===== config.mk =====
export PLATFORM = sky130hd
export DESIGN_NAME = validated_command_ring_queue
export DESIGN_NICKNAME = d
export VERILOG_FILES = /design/src/vcrq_pkg.sv /design/src/vcrq_ring_ram.sv /design/src/vcrq_ctrl.sv /design/src/validated_command_ring_queue.sv
export SDC_FILE = /design/constraint.sdc
export NUM_CORES = 2
export LEC_CHECK = 0
export BUFFER_PORTS_ARGS = -buffer_cell sky130_fd_sc_hd__buf_2
export CORE_MARGIN = 1
export CORE_UTILIZATION = 61
export CTS_CLUSTER_DIAMETER = 150
export DETAILED_ROUTE_END_ITERATION = 8
export GPL_TIMING_DRIVEN = 1
export HOLD_SLACK_MARGIN = 0.1
export PLACE_DENSITY = 0.86
export SLEW_MARGIN = 20
export SYNTH_ARGS = -nofsm -noshare
export SYNTH_HDL_FRONTEND = slang
export SYNTH_SLANG_ARGS = --single-unit

===== constraint.sdc =====
create_clock -name clk -period 5.5 [get_ports clk]
set_input_delay 0.55 -clock clk [delete_from_list [all_inputs] [get_ports clk]]
set_output_delay 0.55 -clock clk [all_outputs]
set_load 0.02 [all_outputs]

===== src/vcrq_pkg.sv =====
`timescale 1ns / 1ps

package vcrq_pkg;

	localparam int CMD_IN_W   = 8;
	localparam int LEN_IN_W   = 8;
	localparam int CMD_W      = 3;
	localparam int LEN_W      = 3;
	localparam int PAY_BYTES  = 6;
	localparam int PAY_W      = 8 * PAY_BYTES;
	localparam int CMD_COUNT  = 8;
	localparam int MASK_W     = 8;
	localparam int TABLE_W    = 24;
	localparam int CFG_W      = 24;
	localparam int CFG_IDX_W  = 1;
	localparam int OCC_W      = 6;

	localparam logic [1:0] OP_POST     = 2'd0;
	localparam logic [1:0] OP_DISPATCH = 2'd1;
	localparam logic [1:0] OP_CLEAR    = 2'd2;

	localparam logic [CFG_IDX_W-1:0] CFG_ENABLE_MASK  = 1'd0;
	localparam logic [CFG_IDX_W-1:0] CFG_LENGTH_TABLE = 1'd1;

	typedef enum logic [2:0] {
		STAT_POSTED    = 3'd0,
		STAT_INVALID   = 3'd1,
		STAT_FULL      = 3'd2,
		STAT_DELIVERED = 3'd3,
		STAT_EMPTY     = 3'd4,
		STAT_DROPPED   = 3'd5,
		STAT_CLEARED   = 3'd6
	} status_t;

	typedef struct packed {
		logic [1:0]          operation;
		logic [CMD_IN_W-1:0] command;
		logic [LEN_IN_W-1:0] length;
		logic [PAY_W-1:0]    payload;
	} item_t;

	typedef struct packed {
		status_t          status;
		logic [CMD_W-1:0] out_command;
		logic [LEN_W-1:0] out_length;
		logic [PAY_W-1:0] out_payload;
		logic [OCC_W-1:0] occupancy;
	} result_t;

	typedef struct packed {
		logic [CMD_W-1:0] cmd;
		logic [LEN_W-1:0] len;
		logic [PAY_W-1:0] data;
	} entry_t;

	// Decision made at acceptance; a pop is resolved once the ring data is back.
	typedef struct packed {
		status_t          status;
		logic             pop;
		logic [OCC_W-1:0] occupancy;
	} ctrl_t;

endpackage


===== src/vcrq_ring_ram.sv =====
`timescale 1ns / 1ps

module vcrq_ring_ram
	import vcrq_pkg::*;
#(
	parameter int DEPTH = 32,
	parameter int AW    = 5
) (
	input  logic          clk,
	input  logic          wr_en,
	input  logic [AW-1:0] wr_addr,
	input  entry_t        wr_entry,
	input  logic          rd_en,
	input  logic [AW-1:0] rd_addr,
	output entry_t        rd_entry
);

	entry_t mem_q [DEPTH];
	entry_t rd_entry_q;

	always_ff @(posedge clk) begin
		if (wr_en) begin
			mem_q[wr_addr] <= wr_entry;
		end
		if (rd_en) begin
			rd_entry_q <= mem_q[rd_addr];
		end
	end

	assign rd_entry = rd_entry_q;

endmodule


===== src/vcrq_ctrl.sv =====
`timescale 1ns / 1ps

module vcrq_ctrl
	import vcrq_pkg::*;
#(
	parameter int DEPTH = 32,
	parameter int AW    = 5,
	parameter int CNT_W = 6
) (
	input  logic              clk,
	input  logic              arst_n,
	input  logic              accept,
	input  item_t             item,
	input  logic [MASK_W-1:0] enable_mask,
	input  logic [TABLE_W-1:0] length_table,
	output logic              wr_en,
	output logic [AW-1:0]     wr_addr,
	output entry_t            wr_entry,
	output logic              rd_en,
	output logic [AW-1:0]     rd_addr,
	output logic              valid_s1,
	output ctrl_t             ctrl_s1
);

	logic [AW-1:0]    wr_ptr_q, rd_ptr_q, wr_ptr_d, rd_ptr_d;
	logic [CNT_W-1:0] count_q, count_d;
	logic             cmd_ok, len_ok, full, empty, has_result;
	logic [CMD_W-1:0] cmd_idx;
	logic [LEN_W-1:0] req_len;
	logic [PAY_W-1:0] masked_pay;
	ctrl_t            ctrl_d;

	function automatic logic [AW-1:0] wrap_inc(input logic [AW-1:0] p);
		return (p == AW'(DEPTH - 1)) ? '0 : p + AW'(1);
	endfunction

	assign cmd_idx = item.command[CMD_W-1:0];
	assign req_len = length_table[cmd_idx * LEN_W +: LEN_W];
	assign cmd_ok  = (item.command < CMD_IN_W'(CMD_COUNT)) && enable_mask[cmd_idx];
	assign len_ok  = (item.length == {{(LEN_IN_W - LEN_W){1'b0}}, req_len})
		&& (item.length <= LEN_IN_W'(PAY_BYTES));
	assign full    = (count_q == CNT_W'(DEPTH));
	assign empty   = (count_q == '0);

	// Bytes at or past the claimed length are stored as zero.
	always_comb begin
		for (int b = 0; b < PAY_BYTES; b++) begin
			masked_pay[b*8 +: 8] = (item.length > LEN_IN_W'(b)) ? item.payload[b*8 +: 8] : 8'h00;
		end
	end

	always_comb begin
		wr_ptr_d   = wr_ptr_q;
		rd_ptr_d   = rd_ptr_q;
		count_d    = count_q;
		wr_en      = 1'b0;
		rd_en      = 1'b0;
		has_result = 1'b0;
		ctrl_d.status = STAT_CLEARED;
		ctrl_d.pop    = 1'b0;
		case (item.operation)
			OP_POST: begin
				has_result = 1'b1;
				if (!(cmd_ok && len_ok)) begin
					ctrl_d.status = STAT_INVALID;
				end else if (full) begin
					ctrl_d.status = STAT_FULL;
				end else begin
					ctrl_d.status = STAT_POSTED;
					wr_en    = accept;
					wr_ptr_d = wrap_inc(wr_ptr_q);
					count_d  = count_q + CNT_W'(1);
				end
			end
			OP_DISPATCH: begin
				has_result = 1'b1;
				if (empty) begin
					ctrl_d.status = STAT_EMPTY;
				end else begin
					ctrl_d.status = STAT_DELIVERED;
					ctrl_d.pop    = 1'b1;
					rd_en    = accept;
					rd_ptr_d = wrap_inc(rd_ptr_q);
					count_d  = count_q - CNT_W'(1);
				end
			end
			OP_CLEAR: begin
				has_result = 1'b1;
				ctrl_d.status = STAT_CLEARED;
				wr_ptr_d = '0;
				rd_ptr_d = '0;
				count_d  = '0;
			end
			default: begin
				has_result = 1'b0;
			end
		endcase
		ctrl_d.occupancy = OCC_W'(count_d);
	end

	assign wr_addr        = wr_ptr_q;
	assign rd_addr        = rd_ptr_q;
	assign wr_entry.cmd   = cmd_idx;
	assign wr_entry.len   = req_len;
	assign wr_entry.data  = masked_pay;

	always_ff @(posedge clk or negedge arst_n) begin
		if (!arst_n) begin
			wr_ptr_q <= '0;
			rd_ptr_q <= '0;
			count_q  <= '0;
			valid_s1 <= 1'b0;
		end else begin
			valid_s1 <= accept && has_result;
			if (accept) begin
				wr_ptr_q <= wr_ptr_d;
				rd_ptr_q <= rd_ptr_d;
				count_q  <= count_d;
			end
		end
	end

	always_ff @(posedge clk) begin
		if (accept) begin
			ctrl_s1 <= ctrl_d;
		end
	end

endmodule


===== src/validated_command_ring_queue.sv =====
`timescale 1ns / 1ps

// Channel   Handshake           Payload        Transfer when
// item      start / busy        item_t         start high, busy low
// result    done (strobe)       result_t       done high, one cycle only
// config    cfg_we              cfg_index/data cfg_we high
//
// One item is taken every cycle; busy stays low. Its result passes through the registered
// read port of the ring memory, alongside the control register, and then through the
// result register. Reset zeroes the pointers, the entry count and both configuration
// registers; the ring contents are never cleared, since the count only covers written entries.
// The receiver cannot stall; each result is shown for exactly one cycle.
// QUEUE_DEPTH may range from 2 to 63 so that the occupancy field can hold it.

module validated_command_ring_queue
	import vcrq_pkg::*;
#(
	parameter int QUEUE_DEPTH = 32
) (
	input  logic                 clk,
	input  logic                 arst_n,
	input  logic                 start,
	output logic                 busy,
	input  item_t                item,
	output logic                 done,
	output result_t              result,
	input  logic                 cfg_we,
	input  logic [CFG_IDX_W-1:0] cfg_index,
	input  logic [CFG_W-1:0]     cfg_data
);

	localparam int AW    = (QUEUE_DEPTH > 1) ? $clog2(QUEUE_DEPTH) : 1;
	localparam int CNT_W = $clog2(QUEUE_DEPTH + 1);

	logic [MASK_W-1:0]  enable_mask_q;
	logic [TABLE_W-1:0] length_table_q;
	logic               accept, wr_en, rd_en, valid_s1, entry_on;
	logic [AW-1:0]      wr_addr, rd_addr;
	entry_t             wr_entry, rd_entry;
	ctrl_t              ctrl_s1;
	result_t            result_d;
	logic               done_q;
	result_t            result_q;

	assign busy   = 1'b0;
	assign accept = start && !busy;

	always_ff @(posedge clk or negedge arst_n) begin
		if (!arst_n) begin
			enable_mask_q  <= '0;
			length_table_q <= '0;
		end else if (cfg_we) begin
			case (cfg_index)
				CFG_ENABLE_MASK:  enable_mask_q  <= cfg_data[MASK_W-1:0];
				CFG_LENGTH_TABLE: length_table_q <= cfg_data[TABLE_W-1:0];
				default: ;
			endcase
		end
	end

	vcrq_ctrl #(
		.DEPTH (QUEUE_DEPTH),
		.AW    (AW),
		.CNT_W (CNT_W)
	) u_ctrl (
		.clk          (clk),
		.arst_n       (arst_n),
		.accept       (accept),
		.item         (item),
		.enable_mask  (enable_mask_q),
		.length_table (length_table_q),
		.wr_en        (wr_en),
		.wr_addr      (wr_addr),
		.wr_entry     (wr_entry),
		.rd_en        (rd_en),
		.rd_addr      (rd_addr),
		.valid_s1     (valid_s1),
		.ctrl_s1      (ctrl_s1)
	);

	vcrq_ring_ram #(
		.DEPTH (QUEUE_DEPTH),
		.AW    (AW)
	) u_ram (
		.clk      (clk),
		.wr_en    (wr_en),
		.wr_addr  (wr_addr),
		.wr_entry (wr_entry),
		.rd_en    (rd_en),
		.rd_addr  (rd_addr),
		.rd_entry (rd_entry)
	);

	// A popped entry is delivered only if its command is still enabled now.
	assign entry_on = enable_mask_q[rd_entry.cmd];

	always_comb begin
		result_d.status      = ctrl_s1.status;
		result_d.out_command = '0;
		result_d.out_length  = '0;
		result_d.out_payload = '0;
		result_d.occupancy   = ctrl_s1.occupancy;
		if (ctrl_s1.pop) begin
			result_d.out_command = rd_entry.cmd;
			if (entry_on) begin
				result_d.status      = STAT_DELIVERED;
				result_d.out_length  = rd_entry.len;
				result_d.out_payload = rd_entry.data;
			end else begin
				result_d.status = STAT_DROPPED;
			end
		end
	end

	always_ff @(posedge clk or negedge arst_n) begin
		if (!arst_n) begin
			done_q <= 1'b0;
		end else begin
			done_q <= valid_s1;
		end
	end

	always_ff @(posedge clk) begin
		if (valid_s1) begin
			result_q <= result_d;
		end
	end

	assign done   = done_q;
	assign result = result_q;

	a_clear_result: assert property (@(posedge clk) disable iff (!arst_n)
		accept && item.operation == OP_CLEAR |-> ##2
		(done && result.status == STAT_CLEARED && result.occupancy == '0))
		else $error("clear did not report an empty queue");

	a_occupancy_bound: assert property (@(posedge clk) disable iff (!arst_n)
		done |-> result.occupancy <= OCC_W'(QUEUE_DEPTH))
		else $error("occupancy beyond queue depth");

	a_empty_zero: assert property (@(posedge clk) disable iff (!arst_n)
		done && result.status == STAT_EMPTY |-> result.occupancy == '0)
		else $error("empty dispatch with entries held");

	a_drop_clean: assert property (@(posedge clk) disable iff (!arst_n)
		done && result.status == STAT_DROPPED |-> result.out_length == '0
		&& result.out_payload == '0)
		else $error("dropped entry carries payload");

endmodule

# [Yosys cells after proc, flatten, opt, wreduce, memory -nomap -nowiden]
# Memories as Yosys holds them, arrays and structs flattened. A register that Yosys moved wholly into a read port is not among the register bits.
# Index checks and enable logic that the tools add are counted.
[totals] ff_bits=123 ram_bits=1728 elab_cells=93 out_inout_bits=65 inputBits=95 mem_count=1
[mem_list] memory="u_ram.mem_q" words=32 width=54 read_ports=1 rd_ports_with_merged_regs=1 write_ports=1 line_no="vcrq_ring_ram.sv:18" source="entry_t mem_q [DEPTH];"
[classes] n_eq_ne=9 addsub=4 multipliers=1 bitwise_logic=1 n_lt_le_gt_ge=10 mux=37 n_reduce_logical=14 n_shift=1
[ops] op="two-way mux 57 bit" n=1
[ops] op="two-way mux 51 bit" n=1
[ops] op="two-way mux 8 bit" n=6
[ops] op="two-way mux 5 bit" n=5
[ops] op="variable part select 24 x 6 -> 3 bit" n=1
[ops] op="case mux 5 bit (2 select lines)" n=2
[ops] op="two-way mux 6 bit" n=3
[ops] op="case mux 6 bit (3 select lines)" n=1
[ops] op="greater-than comparator 8 x 1 -> 1 bit (second input constant)" n=2
[ops] op="greater-than comparator 8 x 2 -> 1 bit (second input constant)" n=2
[ops] op="greater-than comparator 8 x 3 -> 1 bit (second input constant)" n=2
[ops] op="two-way mux 1 bit" n=11
[ops] op="adder 5 x 1 -> 5 bit (second input constant)" n=2
[ops] op="== test 5 bit (second input constant)" n=2
[ops] op="two-way mux 3 bit" n=3
[ops] op="== test 8 x 3 -> 1 bit" n=1
[ops] op="less-or-equal comparator 8 x 3 -> 1 bit (second input constant)" n=1
[ops] op="< comparator 3 x 4 -> 1 bit (second input constant)" n=2
[ops] op="< comparator 8 x 4 -> 1 bit (second input constant)" n=1
[ops] op="adder 6 x 1 -> 6 bit (second input constant)" n=1
[ops] op="binary-select mux 1 bit (select 3 bit)" n=2
[ops] op="== test 6 bit (second input constant)" n=1
[ops] op="logical NOT 6 bit" n=1
[ops] op="case mux 3 bit (2 select lines)" n=1
[ops] op="15 further kinds" n=22

# [Longest topological paths before layout]
[depth] ltp_word=9 ltp_mapped=11 mapped_depth_nobuf=9

# [Hierarchy]
# From an unflattened synthesis, not the netlist that was laid out.
[unflattened] hier_cells=4267 area_unflattened_um2=74925.6
[modules_own_cells] mod="vcrq_ring_ram" cells_per_inst=3778 area_each_um2=68806.0 n_inst=1 seq_area_each_um2=53511.3
[modules_own_cells] mod="validated_command_ring_queue" cells_per_inst=212 area_each_um2=3709.8 n_inst=1 seq_area_each_um2=2717.6
[modules_own_cells] mod="vcrq_ctrl" cells_per_inst=277 area_each_um2=2409.8 n_inst=1 seq_area_each_um2=725.7

# [Worst setup path after synthesis]
# OpenSTA, ideal clock, no wires.
[synth_path] path_kind="in2reg" from="in item[56] (netlist name)" to="mem u_ram.mem_q[31][0] (netlist name), enable pin" arrival_ns=4.809 path_buffers=2 t_required_ns=5.034 stages=9 path_slack_ns=0.225 setup_time_ns=0.466 cell_sequence="buf_6 clkbuf_8 mux2i_1 mux4_2 xor2_1 o2111ai_4 nor3_4 nand2_4 nor2_1"
[synth_via] elab_chain_cells=9 elab_cells_between_ends=13 classes_between="mul: 1; order compare: 1; eq/ne: 1; shift: 1; mux: 6; reduce/logical: 3"
[synth_lines] element="start: declaration" line_no="validated_command_ring_queue.sv:24" source="input item_t item,"
[synth_lines] element="multiplier 3 x 2 -> 5 bit" line_no="vcrq_ctrl.sv:38" source="assign req_len = length_table[cmd_idx * LEN_W +: LEN_W];"
[synth_lines] element="variable part select 24 x 6 -> 3 bit" line_no="vcrq_ctrl.sv:38"
[synth_lines] element="== test 8 x 3 -> 1 bit" line_no="vcrq_ctrl.sv:40" source="assign len_ok = (item.length == {{(LEN_IN_W - LEN_W){1'b0}}, req_len})"
[synth_lines] element="logical AND 1 bit" line_no="vcrq_ctrl.sv:41" source="&& (item.length <= LEN_IN_W'(PAY_BYTES));"
[synth_lines] element="logical AND 1 bit (*)" line_no="vcrq_ctrl.sv:64" source="if (!(cmd_ok && len_ok)) begin"
[synth_lines] element="two-way mux 1 bit (*)" line_no="vcrq_ctrl.sv:64"
[synth_lines] element="two-way mux 1 bit (*)" line_no="vcrq_ctrl.sv:61" source="case (item.operation)"
[synth_lines] element="two-way mux 1 bit (*)" line_no="vcrq_ring_ram.sv:22" source="if (wr_en) begin"
[synth_lines] element="two-way mux 1 bit (implied by the code) (*)" line_no="vcrq_ring_ram.sv:23" source="mem_q[wr_addr] <= wr_entry;"
[synth_lines] element="end: declaration" line_no="vcrq_ring_ram.sv:18"
# Every way passes the cells marked *; elsewhere a longest branch is shown, timed or not. The select of a mux whose other input is x is not followed.

# [Final worst setup path]
[layout_path] from="in item[56] (netlist name)" to="mem u_ram.mem_q[14][14] (netlist name), enable pin"
# The elaborated chain is that of the path after synthesis.

==> results_dict.tcl <==
set metrics [dict create \
    p_clk_share_pct 33.5 \
    gp_congestion 0.8167 \
    clock_latency_ps 820 \
    cts_resized 0 \
    htreeDepth 4 \
    finalNetCount 3471 \
    start_util_pct 61.68 \
    final_cells 5120 \
    clkTransAtPathRegs_ps 70 \
    required_ps 5960 \
    syn_nets 3142 \
    drtIter0Drc 7273 \
    ant_nets 0 \
    p_comb_share_pct 22.2 \
    placedCellCount 4760 \
    ys_warn_count 0 \
    cap_viol_max_count 0 \
    route.vias.total 38450 \
    path_cells "buf_2 > mux2i_1 > mux4_2 > xor2_1 > o2111ai_4 > nor3_4 > nand2_4 > nor2_4 > buf_4" \
    ys_seq_area_share_pct 77.99 \
    hold_violations 0 \
    first_pass_iters 6 \
    portBuffers 158 \
    slowest_stage "buf_2" \
    synth_edf_count 1855 \
    synth_top_area_share_pct 76.28 \
    synth_cell_type_count 64 \
    period_share_pct 80.34 \
    switching_power_uw 10690 \
    ys.flop_type "edfxtp_1" \
    powerDensity_nw_per_um2 452.6 \
    clock_path_buffers 3 \
    synth_common_cells "edfxtp_1 (1855), mux4_2 (545), clkbuf_1 (108)" \
    synthTopCellsByArea "edfxtp_1 (76%), mux4_2 (17%), dfrtp_1 (1.7%), mux2_2 (1.4%), and2_1 (0.64%)" \
    critPathLaunchType "input pin" \
    gr-total-overflow 0 \
    wl_um 219000 \
    pwr-share-seq_pct 44.3 \
    die_x_um 348 \
    syn_to_final_growth_pct 13.57 \
    fin_skew_ps 33.95 \
    rows 126 \
    finalPower_uw 37540 \
    grt_pass1_vias 37340 \
    end_kind "register" \
    synth_top_area_cell "edfxtp_1" \
    status "complete, no violations" \
    worstMarginPinSlew_ps 1276 \
    grt_pass1_wl_um 290800 \
    die-area_um2 121100 \
    core-area_um2 118400 \
    avgSynthCellArea_um2 24.04 \
    synthArstFlopShare_pct 2.625 \
    dp_hpwl_um 105900 \
    slowest_delay_ps 750 \
    grt_setup_unrepaired "false" \
    num_io_pins 160 \
    synth.ff_latch_count 1905 \
    cts_tree "built" \
    yosysMostFrequentCell "edfxtp_1" \
    p_sw_share_pct 28.47 \
    fillers 6323 \
    synthCells 3038 \
    peakVddDrop_mv 0.3546 \
    worstSetupPathType "input pin to register" \
    drive_above_1_share_pct 35.05 \
    clkSinkCount 1905 \
    max_slew_margin_pct 14.96 \
    power_leakage_uw 0.02600 \
    grt_use_total_pct 35.05 \
    crit_arrival_ps 4880 \
    drc_errors 0 \
    grt_max_degree 123 \
    via_per_inst 7.510 \
    setup_tns_ps 0 \
    die_y_um 348 \
    timing.fmax_mhz 226.3 \
    root_buffer "clkbuf_16" \
    antenna_found_initial 20 \
    cts_buffers 178 \
    finalCriticalPeriod_ps 4419 \
    worst-path-max-fanout 46 \
    cts_setup_buffers 0 \
    setup_violations 0 \
    wl_per_cell_um 42.77 \
    netlist_area_um2 73030 \
    min_path_type "input pin to register" \
    slew_viol_final 0 \
    p_int_uw 26850 \
]
## layout by cell type, fill, tap and decap left out, types with 26 or more instances in the layout
master / n
clkinv_1: 37
and2_1: 68
edfxtp_1: 1855
nor2b_1: 37
nor2_4: 33
buf_4: 76
mux2_2: 90
clkbuf_16: 179
dfrtp_1: 44
clkbuf_1: 33
mux4_2: 545
clkinv_2: 34
buf_12: 40
buf_2: 158
dlygate4sd3_1: 26
## cells by family (layout without fill, tap and decap cells)
family                   count (synthesis)  in the layout  synth area share [%]
AO/OA/AOI/OAI                           59             59                0.5671
XOR/XNOR                                 4              4               0.05827
adder cells (fa/ha/maj)                  9              9                0.1542
buffers and inverters                  164            638                0.9012
flip-flops                            1905           1905                 77.99
multiplexers                           652            652                 18.45
other                                    1              9              0.005135
AND/OR/NAND/NOR                        244            244                 1.876
## sequential cells by signal, indices dropped and copies added, names as in the netlist
name / cells
u_ram.mem_q: 1728
result: 63
u_ram.rd_entry: 54
length_table_q: 24
u_ctrl.ctrl_s1: 10
enable_mask_q: 8
u_ctrl.count_q: 6
u_ctrl.rd_addr: 5
u_ctrl.wr_addr: 5
done: 1
u_ctrl.valid_s1: 1
## cell type report
cell class / count / area (µm²) / share of cell area, %
Antenna cell: 8 / 20.02 / 0.02414
Clock buffer: 212 / 4603 / 5.550
Clock inverter: 113 / 1135 / 1.368
Inverter: 12 / 45.04 / 0.05431
Multi-Input combinational cell: 969 / 15700 / 18.93
Sequential cell: 1905 / 56980 / 68.70
Tap cell: 1600 / 2002 / 2.414
Timing Repair Buffer: 301 / 2450 / 2.954
## worst paths after layout
| check | startpoint | endpoint | slack, ps | cells after the start |
|---|---|---|---|---|
| min | start | u_ctrl.ctrl_s1[5]$_DFFE_PP_ | 210 | 1 |
| max reg2reg | length_table_q[0]$_DFFE_PN0P_ | u_ram.mem_q[14][14]$_DFFE_PP_ | 1320 | 8 |
| max | item[56] | u_ram.mem_q[14][14]$_DFFE_PP_ | 1080 | 9 |
| max in group asynchronous | arst_n | u_ctrl.rd_addr[4]$_DFFE_PN0P_ | 4420 | 3 |
| min reg2reg | u_ctrl.ctrl_s1[3]$_DFFE_PP_ | result[3]$_DFFE_PP_ | 420 | 0 |
| min in group asynchronous | arst_n | length_table_q[21]$_DFFE_PN0P_ | 500 | 3 |
## layer usage
layer,share of wire [%],up-vias,track usage (%)
met5,0.043,-,0
met4,6.9,10,17.71
met3,12,860,7.312
met2,49,4381,57.44
met1,31,19600,45.12
li1,-,13600,-
## through the flow
| step | hold slack (ps) | instance area [µm²] | utilization, % | setup slack, ps |
|---|---|---|---|---|
| floorplan | 254.4 | 73030 | - | 225.0 |
| global placement | 407.4 | 76870 | 64.93 | 850.2 |
| detailed placement | 409.2 | 76870 | 64.93 | 599.8 |
| CTS | 172.7 | 82870 | 69.99 | 1321 |
| global route | 204.0 | 82920 | 70.04 | 1110 |
| finish | 209.5 | 82930 | 70.05 | 1081 |
## critical path: cells and delay by family
| family | cells | cell delay [ps] |
|---|---|---|
| buffers and inverters | 2 | 1190 |
| xor gates and xnor gates | 1 | 430 |
| and+or+nand+nor | 3 | 1510 |
| AOI/OAI and AO/OA | 1 | 280 |
| muxes | 2 | 840 |
## power by group through the flow
stage	Sequential (µW)	Clock [µW]	Combinational, µW
3_3_place_gp	17000	0	7410
5_1_grt	16600	13000	8490
4_1_cts	16700	12400	8020
6_report	16600	12600	8340
2_1_floorplan	16700	0	5360
3_5_place_dp	17000	0	7720
## what timing repair did
| item | CTS | global route |
|---|---|---|
| setup endpoints to repair | 0 | 0 |
| hold buffers | 26 | 0 |
| endpoints found under the hold margin | 83 | 0 |
Note: power is estimated with default switching activity, not from simulation.
